===== config.mk =====
export PLATFORM = sky130hd
export DESIGN_NAME = ftach_cfg
export DESIGN_NICKNAME = d
export VERILOG_FILES = /design/src/rtl/core/ftach_pkg.sv /design/src/rtl/core/ftach_cfg.sv
export SDC_FILE = /design/constraint.sdc
export NUM_CORES = 1
export LEC_CHECK = 0
export BUFFER_PORTS_ARGS = -buffer_cell sky130_fd_sc_hd__buf_2
export CELL_PAD_IN_SITES_DETAIL_PLACEMENT = 1
export CELL_PAD_IN_SITES_GLOBAL_PLACEMENT = 2
export CORE_ASPECT_RATIO = 0.75
export CORE_UTILIZATION = 28
export CTS_CLUSTER_DIAMETER = 120
export DETAILED_ROUTE_END_ITERATION = 7
export HOLD_SLACK_MARGIN = 0.1
export PLACE_DENSITY = 0.87
export REMOVE_ABC_BUFFERS = 1
export SYNTH_ARGS = -nofsm -noshare
export SYNTH_HDL_FRONTEND = slang
export SYNTH_SLANG_ARGS = --single-unit

===== constraint.sdc =====
create_clock -name clk -period 1.6 [get_ports clk]
set_clock_uncertainty 0.15 [all_clocks]
set_input_delay 0.4 -clock clk [delete_from_list [all_inputs] [get_ports clk]]
set_output_delay 0.4 -clock clk [all_outputs]
set_load 0.02 [all_outputs]

===== src/rtl/core/ftach_pkg.sv =====
// shared types, register codes and constants for the fan tach rpm meter
package ftach_pkg;

  localparam int PULSE_COUNT_WIDTH = 16;

  localparam int CFG_INDEX_W = 2;
  localparam int CFG_DATA_W  = 24;

  localparam int DEBOUNCE_W  = 16;
  localparam int WINDOW_W    = 24;
  localparam int RPP_W       = 8;
  localparam int SINCE_W     = 17;
  localparam int RPM_W       = 24;
  localparam int PULSE_OUT_W = 16;

  // widest pulses * rpm_per_pulse product over the parameter range
  localparam int PROD_EXT_W  = 40;
  // widest pulse tally over the parameter range
  localparam int PULSE_EXT_W = 32;

  localparam int QUEUE_DEPTH = 4;

  // (2*old + 3*raw) fits in 27 bits; divided by 5 through a reciprocal
  localparam int SUM_W         = 27;
  localparam int DIV5_RECIP_W  = 28;
  localparam logic [DIV5_RECIP_W-1:0] DIV5_RECIP = 28'd214748365;
  localparam int DIV5_SHIFT    = 30;
  localparam int DIV_PROD_W    = SUM_W + DIV5_RECIP_W;

  localparam logic [DEBOUNCE_W-1:0] DEBOUNCE_RESET = 16'd800;
  localparam logic [WINDOW_W-1:0]   WINDOW_RESET   = 24'd1000000;
  localparam logic [RPP_W-1:0]      RPP_RESET      = 8'd30;

  typedef enum logic [CFG_INDEX_W-1:0] {
    CFG_DEBOUNCE = 2'd0,
    CFG_WINDOW   = 2'd1,
    CFG_RPP      = 2'd2
  } cfg_idx_t;

  typedef struct packed {
    logic [DEBOUNCE_W-1:0] debounce_ticks;
    logic [WINDOW_W-1:0]   window_ticks;
    logic [RPP_W-1:0]      rpm_per_pulse;
  } cfg_t;

endpackage


===== src/rtl/core/ftach_cfg.sv =====
// configuration register file for the fan tach rpm meter
module ftach_cfg (
  input  logic                               clk,
  input  logic                               rst,
  input  logic                               cfg_valid,
  output logic                               cfg_ready,
  input  logic [ftach_pkg::CFG_INDEX_W-1:0]  cfg_index,
  input  logic [ftach_pkg::CFG_DATA_W-1:0]   cfg_data,
  output ftach_pkg::cfg_t                    cfg
);

  assign cfg_ready = 1'b1;

  always_ff @(posedge clk) begin
    if (rst) begin
      cfg.debounce_ticks <= ftach_pkg::DEBOUNCE_RESET;
      cfg.window_ticks   <= ftach_pkg::WINDOW_RESET;
      cfg.rpm_per_pulse  <= ftach_pkg::RPP_RESET;
    end else if (cfg_valid && cfg_ready) begin
      case (ftach_pkg::cfg_idx_t'(cfg_index))
        ftach_pkg::CFG_DEBOUNCE: begin
          cfg.debounce_ticks <= cfg_data[ftach_pkg::DEBOUNCE_W-1:0];
        end
        ftach_pkg::CFG_WINDOW: begin
          cfg.window_ticks <= cfg_data[ftach_pkg::WINDOW_W-1:0];
        end
        ftach_pkg::CFG_RPP: begin
          cfg.rpm_per_pulse <= cfg_data[ftach_pkg::RPP_W-1:0];
        end
        default: begin
          // unknown index, ignored
        end
      endcase
    end
  end

endmodule


# Word-level counts from Yosys, hierarchy flattened
# Index checks and enable logic that the tools add are counted.
# word_totals
reg_bits	48
in_bits	29
output_inout_bits	49
word_cells	9
# op_classes
eq_ne	2
n_reduce_logical	4
# ops
cell	n
AND reduction 2 bit	3
equality test 2 x 1 -> 1 bit (second input constant)	1
equality test 2 bit (second input constant)	1
zero test 2 bit	1

# Depth between registers and ports, before layout
# Gate-level depths: netlist of the first run.
# logic_depth
ltp_word	2
ltp_mapped	5

# Worst setup path after synthesis of the first run
# No wires, ideal clock.
# synth_path
kind	input-to-reg
startpoint	in cfg_index[1] (netlist bit)
endpoint	reg cfg[41] (netlist bit)
arrival_time_ns	1.034
required_ns	1.328
setup_slack_ns	0.294
cell_stages	3
path_cell_list	or3b_1 buf_2 mux2i_1
# synth_between
elab_chain_len	2
# synth_rtl
item	line	text
from (decl)	ftach_cfg.sv:7	input logic [ftach_pkg::CFG_INDEX_W-1:0] cfg_index,
zero test 2 bit	ftach_cfg.sv:20	case (ftach_pkg::cfg_idx_t'(cfg_index))
AND reduction 2 bit (no source line)	n/a	
to (decl)	ftach_cfg.sv:9	output ftach_pkg::cfg_t cfg
# No other way between the ends.
# A chain may end at the register's enable or synchronous reset.

# Worst setup path after layout of the first run
# layout_path
startpoint	reg cfg[33] (netlist bit)
endpoint	out cfg[33] (netlist bit)
# No word-level cell between the ends.

==> flow_results.org, run 1 <==
** Layout
- Most used cells in the layout excluding fill and tap cells :: sky130_fd_sc_hd__buf_2 (76), sky130_fd_sc_hd__nand2b_1 (53), sky130_fd_sc_hd__mux2i_1 (48), sky130_fd_sc_hd__dfxtp_1 (48), sky130_fd_sc_hd__nor2_1 (27)
- The multi-input combinational cells in the finished layout cover a total of 962 um^2.
- Most common library cell in the layout ignoring fill and taps :: sky130_fd_sc_hd__buf_2
- More flip-flops sit in one register than any other, and that register is cfg.
- The register with the most flip-flops in the layout has 48 of them.
- Share of cells above drive strength 1 :: 32.5%
- Leaving out filler cells and counting taps, the final layout contains 369.
- Area overhead of the layout relative to synthesis :: 29.4%
- Summing all flip-flop and latch instances after layout gives approximately 960 um^2.
- At the end of the flow, the number of nets in the layout was 299.
- The repair_antennas step left the layout with diodes totalling 0.
- The largest registers in the layout are cfg (48).
- The layout has 808 filler cells.

** Die
- In this run the standard cell core region covers 0.00686 mm^2.
- Starting Density :: 29.2%
- Die boundary width :: 99.6 um
- Total die area :: 0.00750 mm^2
- In this run the core area contains 26 standard-cell rows.
- Pin placement for this block handled 78 I/O pins.
- Measured along the y axis, the die boundary spans ~75 um.

** STA
- For the finished layout, the period the worst path requires is around 1.4 ns.
- Hold timing on the final database bottoms out at a slack of ~0.21 ns.
- The number of failing hold endpoints at the final stage is 0.
- Setup repair after global routing missed its margin :: false
- Setup violations remaining at the end of the flow were counted as 0.
- Highest achievable clock rate :: 727 MHz
- Fin. max-slew vios :: 0
- Final clock period utilization by the worst path :: 85.9%

** Critical path
- Among cell families on the critical path, the largest total delay comes from flip-flops.
- At the worst endpoint, the arrival time is 0.83 ns.
- Category of the most critical setup path :: reg2out
- STA classifies the critical path endpoint as an output pin.
- The number of buffers and inverters on the critical path is 1.
- Largest driver fanout on the critical path :: 2
- In this design, the stage delay of the slowest critical-path cell is 0.36 ns.
- The worst setup path is launched from a register.
- Data on the critical path is required at its endpoint by ~1.1 ns.
- Walking the worst path, the cells encountered are buf_2.
- On the critical path, the stage with the largest delay is an instance of sky130_fd_sc_hd__dfxtp_1.

** Power
- Part of the power in combinational logic :: 13.2%
- The analysis attributes to cell leakage a power of around 1.2 nW.
- Cell internal pwr :: 1.73 mW
- Clock power share :: 32.1%
- Registers are responsible for between 50 and 60% of the overall power.
- Psw :: 574 uW
- Dividing total power by cell area gives a power density of around 900 mW/mm^2.
- Peak supply drop :: approximately 340 uV
- Switching part of the total power :: 25.0%

** Detailed routing
- The first TritonRoute pass finished after 4 iterations.
- After detailed routing, the number of vias per cell comes to 4.22.
- The count of nets left with antenna violations once routing finished came out at 0.
- After detailed routing, the number of remaining DRC violations is 0.
- Across all layers, the routed design uses between 1500 and 2000 vias.
- First DRT Iteration DRCs :: 34
- Wires add up to roughly 4600 um.
- Dividing the detail-routed wire length by the instance count gives 12.4 um.

** Placement
- At the end of routability-driven placement, the weighted congestion stood at 0.605.
- Including well taps, the total number of placed cells is ~360.
- Placed wire-length estimate :: 3200 um
- Port Buffers :: 76

** Global routing
- Global routing used 12.8% of the available tracks.
- Via count of the first global-routing pass :: roughly 1600
- The number of antenna violations at the first check in global routing was 0.
- Pin count of the biggest net entering global routing :: 81
- First-pass GRT wire length :: 7360 um
- GRT overflow :: 0

** Clocking
- Worst-path clk slew :: 0.09 ns
- Counting the buffers created by CTS gives 5.
- CTS Hold Bufs :: 0
- Total clock sinks :: 48
- Buffer cell driving the clock tree root :: sky130_fd_sc_hd__clkbuf_8
- Number of buffers on the longest clock path :: 2
- In this run the number of H-tree levels came out at 2.
- Number of post-CTS setup repair buffers :: 0
- Skew-Pair Late Insertion Delay :: 0.29 ns
- TritonCTS clock tree :: built
- Gates resized, CTS repair :: 0

** Synth
- Seq/Total Area, Yosys :: 48.0%
- Mean area per synthesized cell :: 10.2 um^2
- Number of distinct standard cells referenced by the synthesized netlist :: 13
- In the synthesized netlist, the number of instances is 197.
- Cell area after technology mapping :: 0.00200 mm^2
- During synthesis, Yosys emitted a total of 0 warnings.
- Synthesis inferred 48 register bits.

** Worst hold path
- Hold/Removal Path Class :: in2reg

** Flow run
- Max-cap violations in this run came to 0.

** Status
- The run finished with clean final reports.
## through the flow
stage	cell area [um^2]	setup TNS, ns	util [%]	total power [mW]	setup WS (ns)
floorplan	1920	-4.23	-	1.45	-0.407
global placement	2500	0	36.4	1.59	0.0854
detailed placement	2500	0	36.4	1.59	0.0550
CTS	2590	0	37.8	2.36	0.194
global route	2590	0	37.8	2.43	0.164
finish	2590	0	37.8	2.30	0.225
## area by class of cell
cell class | count | area share (%)
flip-flops and latches | 48 | 37.1
clock buffers | 8 | 3.48
well taps | 98 | 4.73
multi-input cells | 134 | 37.1
repair buffers | 81 | 17.6
## metal layers
| metal | GRT usage [%] | routed length, um |
|---|---|---|
| met1 | 15.9 | 2190 |
| met2 | 21.8 | 2130 |
| met3 | 3.16 | 232 |
| met4 | 5.39 | 36 |
| met5 | 0 | 0 |
## kinds of logic (layout without fill, tap and decap cells)
kind of cell	Yosys count	in the layout	share of synthesized area, %
buffers and inverters	15	89	4.19
flip-flops	48	48	48.0
multiplexers	48	48	24.0
other	1	1	0.187
AND/OR/NAND/NOR	85	85	23.6
## power groups by stage
stage	clock, mW	sequential, mW	combinational [mW]
finish	0.739	1.26	0.304
global route	0.834	1.26	0.333
CTS	0.795	1.26	0.310
detailed placement	0	1.28	0.309
global placement	0	1.28	0.303
floorplan	0	1.34	0.113
## final timing paths
check,cells past startpoint,start,slack [ns],to
max,1,cfg[33]$_SDFFE_PP0P_,0.22,cfg[33]
min,3,cfg_data[20],0.21,cfg[28]$_SDFFE_PP0P_
max reg2reg,2,cfg[41]$_SDFFE_PP1P_,0.83,cfg[41]$_SDFFE_PP1P_
min reg2reg,2,cfg[39]$_SDFFE_PP0P_,0.32,cfg[39]$_SDFFE_PP0P_
## cell usage after synthesis
cell type                   n  area [um^2]
sky130_fd_sc_hd__and3b_1    1         8.76
sky130_fd_sc_hd__buf_2      7         35.0
sky130_fd_sc_hd__buf_4      1         7.51
sky130_fd_sc_hd__buf_6      2         22.5
sky130_fd_sc_hd__clkbuf_1   5         18.8
sky130_fd_sc_hd__conb_1     1         3.75
sky130_fd_sc_hd__dfxtp_1   48          961
sky130_fd_sc_hd__mux2i_1   48          480
sky130_fd_sc_hd__nand2b_1  53          332
sky130_fd_sc_hd__nand3b_1   2         15.0
sky130_fd_sc_hd__nor2_1    27          101
sky130_fd_sc_hd__nor3b_1    1         7.51
sky130_fd_sc_hd__or3b_1     1         8.76
## worst reg2reg max path: stages, from the launching register on
cell,delay [ns]
sky130_fd_sc_hd__dfxtp_1,0.32
sky130_fd_sc_hd__nor2_1,0.11
sky130_fd_sc_hd__mux2i_1,0.08
Power figures use the tool's default switching activity.
==> run 2, diff against run 1 <==
- clock period: 1.6 -> 1.3 ns (I/O delays scaled with it)
==> run 2 against run 1 <==
  * Utilization increased by 3.0 points
  * Sequential power is 23% higher
  * Sequential share of layout area fell by 1.7 points
  * Die area is the same
  * Critical path type unchanged
  * Non-clock buffer count up 3
  * Critical endpoint is now cfg[30]
  * Largest cell class is now flip-flops and latches
  * Setup slack got worse by 0.18 ns
  * Power rose by 32%
  * First-iteration DRC count is 24% lower
  * Via count is 0.90% higher
==> flow_results.org, run 2 (synthesis gave the netlist of run 1 again) <==
** Detailed routing
- For this run, design rule violations remaining after detail routing come to 0.
- Number of nets still failing antenna checks after routing :: 0
- After detailed routing, the number of vias per cell comes to 4.23.
- Before antenna repair, the detailed router went through 4 iterations.
- Overall via count from detail_route :: 1572
- The routed design has 4720 um of wire.
- First DRT Iteration DRCs :: 26
- Average detailed-routed wire length per instance :: 12.7 um

** Critical path
- In this run the critical register-to-register path is launched from cfg[41]$_SDFFE_PP1P_.
- Largest driver fanout on the critical path :: 2
- Worst Path Required :: 0.82 ns
- Category of the most critical setup path :: reg2out
- Endpoint type of the worst setup path :: output pin
- The largest single stage delay on the critical path is 0.34 ns.
- Among all stages on the critical path, the largest delay is contributed by sky130_fd_sc_hd__dfxtp_1.
- Startpoint class of the critical path :: register
- Measured in cells, the most critical reg-to-reg path has a length of 2.
- Critical path buffers and inverters :: 1
- Critical path, cell by cell :: buf_4
- Data arrives at the worst endpoint at 0.79 ns.
- Reg2Reg Setup Slack :: 0.52 ns
- Reg-to-Reg End :: cfg[41]$_SDFFE_PP1P_
- Among cell families on the critical path, the largest total delay comes from flip-flops.

** Layout
- Area overhead of the layout relative to synthesis :: 39.9%
- The register with the most flip-flops in the layout has 48 of them.
- Fillers :: around 800
- Leading registers by flop count :: cfg (48)
- Antenna diode instance count :: 0
- cfg holds more flip-flops than any other register.
- After the flow finishes, the layout carries non-filler instances totaling 372.
- Share of cells above drive strength 1 :: a little over two fifths
- The library cell used most frequently in the layout, excluding fill and tap cells, is sky130_fd_sc_hd__nand2b_1.
- Final instance area :: 0.00280 mm^2
- NumNets Final :: 302
- In the layout the commonest cells are sky130_fd_sc_hd__nand2b_1 (53), sky130_fd_sc_hd__mux2i_1 (48), sky130_fd_sc_hd__buf_4 (48).

** Global routing
- Entering global routing, the biggest net connects 46 pins.
- GRT overflow :: 0
- The number of antenna violations at the first check in global routing is 0.
- The first global-routing pass estimated just over 7000 um of wire.
- Global routing consumed, over all layers together, 12.7% of the routing resources.
- Via count of the first global-routing pass :: 1497

** Clocking
- Number of buffers on the longest clock path :: 2
- Counting the buffers created by CTS gives 5.
- Clock-pin slew was measured on the worst setup and hold paths at approximately 0.09 ns.
- TritonCTS built the clock tree.
- Buffer cell driving the clock tree root :: sky130_fd_sc_hd__clkbuf_8
- The H-tree was split into 2 levels.
- Number of post-CTS setup repair buffers :: 0
- The clock net in this run drives a total of 48 sinks.
- Skew-Pair Late Insertion Delay :: 0.29 ns

** STA
- Based on the critical path, the design can be clocked at up to 794 MHz.
- After layout, the minimum clock period comes to between 1 and 1.5 ns.
- Fin. max-slew vios :: 0
- Setup violations remaining at the end of the flow were counted as 0.
- Final clock period utilization by the worst path :: 96.9%
- Final Hold Violating Endpoints :: 0

** Power
- For this design the ratio of total power to cell area is 1080 mW/mm^2.
- After layout, the design draws a total of 3.03 mW.
- Summed over all cells, the static leakage comes to between 1 and 1.5 nW.
- Across the VDD grid, the largest voltage drop is 443 uV.

** Placement
- The count of buffers added on input and output ports is 76.
- Placed cell count :: around 360
- The congestion estimate from routability-driven global placement came to slightly above 0.6.
- Summed over all nets, the half-perimeter wirelength after detailed placement is 3460 um.
- Area post-placement :: about 0.0025 mm^2

** Die
- The region available for standard cell placement spans 0.00686 mm^2.
- Total die area :: between 0.007 and 0.008 mm^2
- The die is about 100 um wide.
- Total I/O pin count :: 78
- In this run the core area contains 26 standard-cell rows.
- Die extent in y :: 75.2 um
- Starting Density :: slightly below 30%

** Worst hold path
- In this run the worst hold path is classified as in2reg.
- The startpoint identified for the worst hold timing path is cfg_data[14].
- Cell depth of the worst min-delay path :: 3
- Worst Hold End :: cfg[46]$_SDFFE_PP0P_

** Status
- Status :: finished, final reports clean

** Flow run
- Number of max-capacitance violations reported :: 0
## run 2: cell count changes in the layout (fill, tap and decap cells not counted), sizes merged
cell	delta
clkinv	+1
clkbuf	-2
buf	+3
bufinv	+1
## run 2: cell type report
class	instances	area (um^2)	share of cell area, %
well taps	98	123	4.38
repair buffers	84	616	22.0
flip-flops and latches	48	992	35.4
clock inverters	2	35.0	1.25
clock buffers	6	72.6	2.59
multi-input cells	134	962	34.4
## run 2: metal layers
metal  routed length, um  GRT usage (%)  vias to the layer above  part of all wire, %
met5                   0              0                        -                    0
met4                  36           4.41                        0                 0.76
met3                 229           3.06                        2                  4.9
met2                2390           22.4                       43                   51
met1                2070           15.4                      743                   44
li1                    -              -                      784                    -
## run 2: stage by stage
stage / util (%) / setup slack [ns] / TNS (ns) / hold WS, ns
3_3_place_gp: 37.1 / -0.122 / -2.37 / 0.304
2_1_floorplan: - / -0.632 / -10.53 / 0.330
6_report: 40.8 / 0.0399 / 0 / 0.133
3_5_place_dp: 37.1 / -0.172 / -3.40 / 0.314
5_1_grt: 40.8 / -0.0148 / -0.0194 / 0.134
4_1_cts: 39.2 / 0.00136 / 0 / 0.121
## run 2: what timing repair did
item | CTS | global route
cloned | 0 | 0
hold buffers | 0 | 0
resized for setup | 14 | 56
endpoints found under the setup margin | 12 | 42
## run 2: where the power goes
part / internal (mW) / switching (mW) / leakage [nW]
clock network: 0.572 / 0.488 / 0.0552
registers: 1.53 / 0.0277 / 0.398
logic: 0.206 / 0.211 / 0.816
total: 2.30 / 0.727 / 1.27
## run 2: worst max-delay path by stage
| stage | from | end | slack, ns | depth (start not counted) |
|---|---|---|---|---|
| after floorplan | cfg_index[1] | cfg[32]$_SDFFE_PP0P_ | -0.63 | 2 |
| after global placement | cfg_index[1] | cfg[43]$_SDFFE_PP0P_ | -0.12 | 3 |
| after detailed placement | cfg_index[1] | cfg[38]$_SDFFE_PP0P_ | -0.17 | 5 |
| after CTS | cfg[45]$_SDFFE_PP0P_ | cfg[45] | 0.001 | 1 |
| after global routing | cfg[19]$_SDFFE_PP0P_ | cfg[19] | -0.01 | 1 |
| final | cfg[30]$_SDFFE_PP0P_ | cfg[30] | 0.04 | 1 |
## run 2: worst min-delay path: stages
cell and delay, ns:
sky130_fd_sc_hd__buf_2 0.10, sky130_fd_sc_hd__nand2b_1 0.06, sky130_fd_sc_hd__mux2i_1 0.06
==> run 3, diff against run 2 <==
- CORE_UTILIZATION: 28 -> 29
- CTS_BUF_LIST: default -> sky130_fd_sc_hd__clkbuf_4 sky130_fd_sc_hd__clkbuf_8
- PLACE_DENSITY: 0.87 -> 0.89
- SLEW_MARGIN: default -> 20
==> run 3 against run 2 <==
  * The flow now finishes with violations (DRC)
  * Final cell count down 4.3%
  * Final area down 1.3%
  * Power down 5.0%
  * Wire length down 2.3%
  * Count of clock-buffer cells in the layout unchanged
  * Die area down 3.4%
  * Setup slack worse by 0.0019 ns
  * Sequential share of layout area up 0.44 points
  * Maximum frequency down 0.15%
  * Critical endpoint is now cfg[17]
  * Hold slack about the same
  * Sequential power about the same
  * Clock power down 14%
==> flow_results.org, run 3 (synthesis gave the netlist of run 1 again) <==
** Layout
- More flip-flops sit in one register than any other, and that register is cfg.
- Leaving out filler cells and counting taps, the final layout contains 356.
- Finished Core Util :: a little over two fifths
- The register with the most flip-flops in the layout has 48 of them.
- 0 antenna diodes ended up in the layout.
- The library cell used most frequently in the layout, excluding fill and tap cells, is sky130_fd_sc_hd__nand2b_1.
- Area overhead of the layout relative to synthesis :: 38.0%
- NumNets Final :: 303
- The top cell types in the final layout, fill and taps aside, are sky130_fd_sc_hd__nand2b_1 (53), sky130_fd_sc_hd__mux2i_1 (48), sky130_fd_sc_hd__buf_4 (46).
- In the final layout, the registers with the most flip-flops are cfg (48).
- Share of cells above drive strength 1 :: 42.9%

** Global routing
- The number of antenna violations at the first check in global routing was 0.
- The first global-routing pass estimated approximately 7300 um of wire.
- Pin count of the biggest net entering global routing :: 45
- Global routing finished with a remaining overflow of 0.
- Across every metal layer, demand over resource in global routing totals between 10% and 20%.
- The number of global-route vias before repair came to roughly 1600.

** Critical path
- Across all register-to-register paths, the minimum setup slack is ~0.53 ns.
- Depth of the critical timing path with buffers and inverters included :: 1
- Largest delay contributor family on the critical path :: flip-flops
- In this run the critical register-to-register path is launched from cfg[26]$_SDFFE_PP1P_.
- Critical path, cell by cell :: buf_2
- Reg-to-Reg End :: cfg[26]$_SDFFE_PP1P_
- Of all nets on the critical path, the largest fanout is 2.
- Worst Path Required :: 0.82 ns
- First element of the critical path :: cfg[17]$_SDFFE_PP1P_
- The worst setup path is of the reg2out kind.
- Endpoint of the worst setup timing path :: cfg[17]
- STA classifies the critical path startpoint as a register.
- R2R depth :: 2
- The slowest stage of the critical path is the sky130_fd_sc_hd__dfxtp_1 cell.
- Critical path buffers and inverters :: 1
- Endpoint type of the worst setup path :: output pin
- Longest individual stage delay on the worst path :: 0.33 ns
- Critical path data arrival time :: 0.79 ns

** Die
- Area of the core :: 0.00647 mm^2
- Row count :: 25
- Die extent in y :: 74.0 um
- Die boundary width :: roughly 100 um
- During I/O placement, the number of pins put on the boundary was 78.
- The die covers 0.00724 mm^2.
- Starting Density :: a little over 30%

** STA
- Final Critical Period :: 1.26 ns
- The final-report max-slew violation count came to 0.
- Setup repair after global routing missed its margin :: false
- Sum of negative setup slack :: 0 ns
- Setup slack closes at around 0.038 ns.
- Setup-failing EPs final :: 0
- The number of failing hold endpoints at the final stage came to 0.
- Final clock period utilization by the worst path :: 97.1%
- For this run, the top clock speed supported by timing is 792 MHz.
- Worst hold margin :: 0.133 ns

** Flow run
- Number of max-capacitance violations reported :: 0

** Clocking
- Cts bufs inserted :: 5
- CTS Hold Bufs :: 0
- TritonCTS built the clock tree.
- Skew-Pair Late Insertion Delay :: 0.29 ns
- After clock tree synthesis, the setup repair step added 0 buffers.
- Total clock sinks :: 48
- The clock passes through at most 2 buffers.
- Number of H-tree branching levels :: 2
- CTS placed an instance of sky130_fd_sc_hd__clkbuf_8 at the clock tree root.
- Worst-path clk slew :: 0.09 ns

** Power
- Part of the power in combinational logic :: 14.4%
- The worst-case IR drop observed on VDD is 429 uV.
- Portion of total power attributed to sequential cells :: a little over half
- The internal power of the cells totals 2.16 mW.
- Summed over all nets, the switching power comes to 723 uW.
- Switching part of the total power :: about a quarter
- Clock power share :: 31.6%
- Dividing total power by cell area gives a power density of approximately 1000 mW/mm^2.
- Leakage dissipation :: 1.26 nW

** Worst hold path
- The tightest min-delay check is of the in2reg type.

** Detailed routing
- Vias per Instance :: 4.38
- Number of nets still failing antenna checks after routing :: 0
- The routed design has 4610 um of wire.
- Pre-antenna DRT Iters :: 7
- The final route contains 1558 vias.
- First DRT Iteration DRCs :: 37
- Post-route DRC :: 7
- Dividing the detail-routed wire length by the instance count gives 13.0 um.

** Placement
- Worst setup slack after placement :: -0.146 ns
- Final weighted congestion of routability-driven global placement :: 0.648
- Port Buffers :: 76
- In this run, placement finished with an instance count of 348.
- Detailed placement finished with a half-perimeter wire length of approximately 3300 um.

** Status
- Status :: complete, but fails checks
- The final reports fail on DRC.
## run 3: final cells by class
cell class	count	area (um^2)
clock buffers	6	82.6
fillers	757	3710
well taps	81	101
clock inverters	2	10.0
repair buffers	85	616
multi-input cells	134	962
flip-flops and latches	48	991
## run 3: worst min path at each step
stage | to | slack (ns) | startpoint | depth (start not counted)
6_report | cfg[28]$_SDFFE_PP0P_ | 0.13 | cfg_data[20] | 3
5_1_grt | cfg[31]$_SDFFE_PP0P_ | 0.13 | cfg_data[23] | 3
4_1_cts | cfg[28]$_SDFFE_PP0P_ | 0.12 | cfg_data[20] | 3
3_5_place_dp | cfg[18]$_SDFFE_PP0P_ | 0.31 | cfg[18]$_SDFFE_PP0P_ | 2
3_3_place_gp | cfg[28]$_SDFFE_PP0P_ | 0.31 | cfg[28]$_SDFFE_PP0P_ | 2
2_1_floorplan | cfg[16]$_SDFFE_PP0P_ | 0.33 | cfg_data[8] | 2
## run 3: tightest hold or removal path: stages
cell and delay (ns):
sky130_fd_sc_hd__buf_2 0.10, sky130_fd_sc_hd__nand2b_1 0.05, sky130_fd_sc_hd__mux2i_1 0.06
## run 3: routing by layer
layer  up-vias  track usage (%)  share of wire (%)  wire length (um)
met4         0             5.56                1.3                58
met1       725             15.4                 45              2090
met2        43             22.2                 47              2190
li1        785                -                  -                 -
met5         -                0                  0                 0
met3         5             4.23                6.0               277
## run 3: power groups by stage
stage | clock network, mW | registers [mW] | logic, mW
after floorplan | 0 | 1.65 | 0.139
after global placement | 0 | 1.58 | 0.388
after detailed placement | 0 | 1.58 | 0.397
after CTS | 0.969 | 1.55 | 0.406
after global routing | 1.02 | 1.56 | 0.449
final | 0.910 | 1.56 | 0.415
## run 3: repair_timing
item / CTS / global route
pin swaps: 0 / 0
endpoints found under the setup margin: 15 / 37
gates resized for setup: 20 / 46
endpoints found under the hold margin: 0 / 0
## run 3: stage by stage
step,area (um^2),power (mW)
floorplan,1920,1.78
finish,2760,2.88
CTS,2670,2.93
global route,2760,3.03
global placement,2530,1.97
detailed placement,2530,1.98
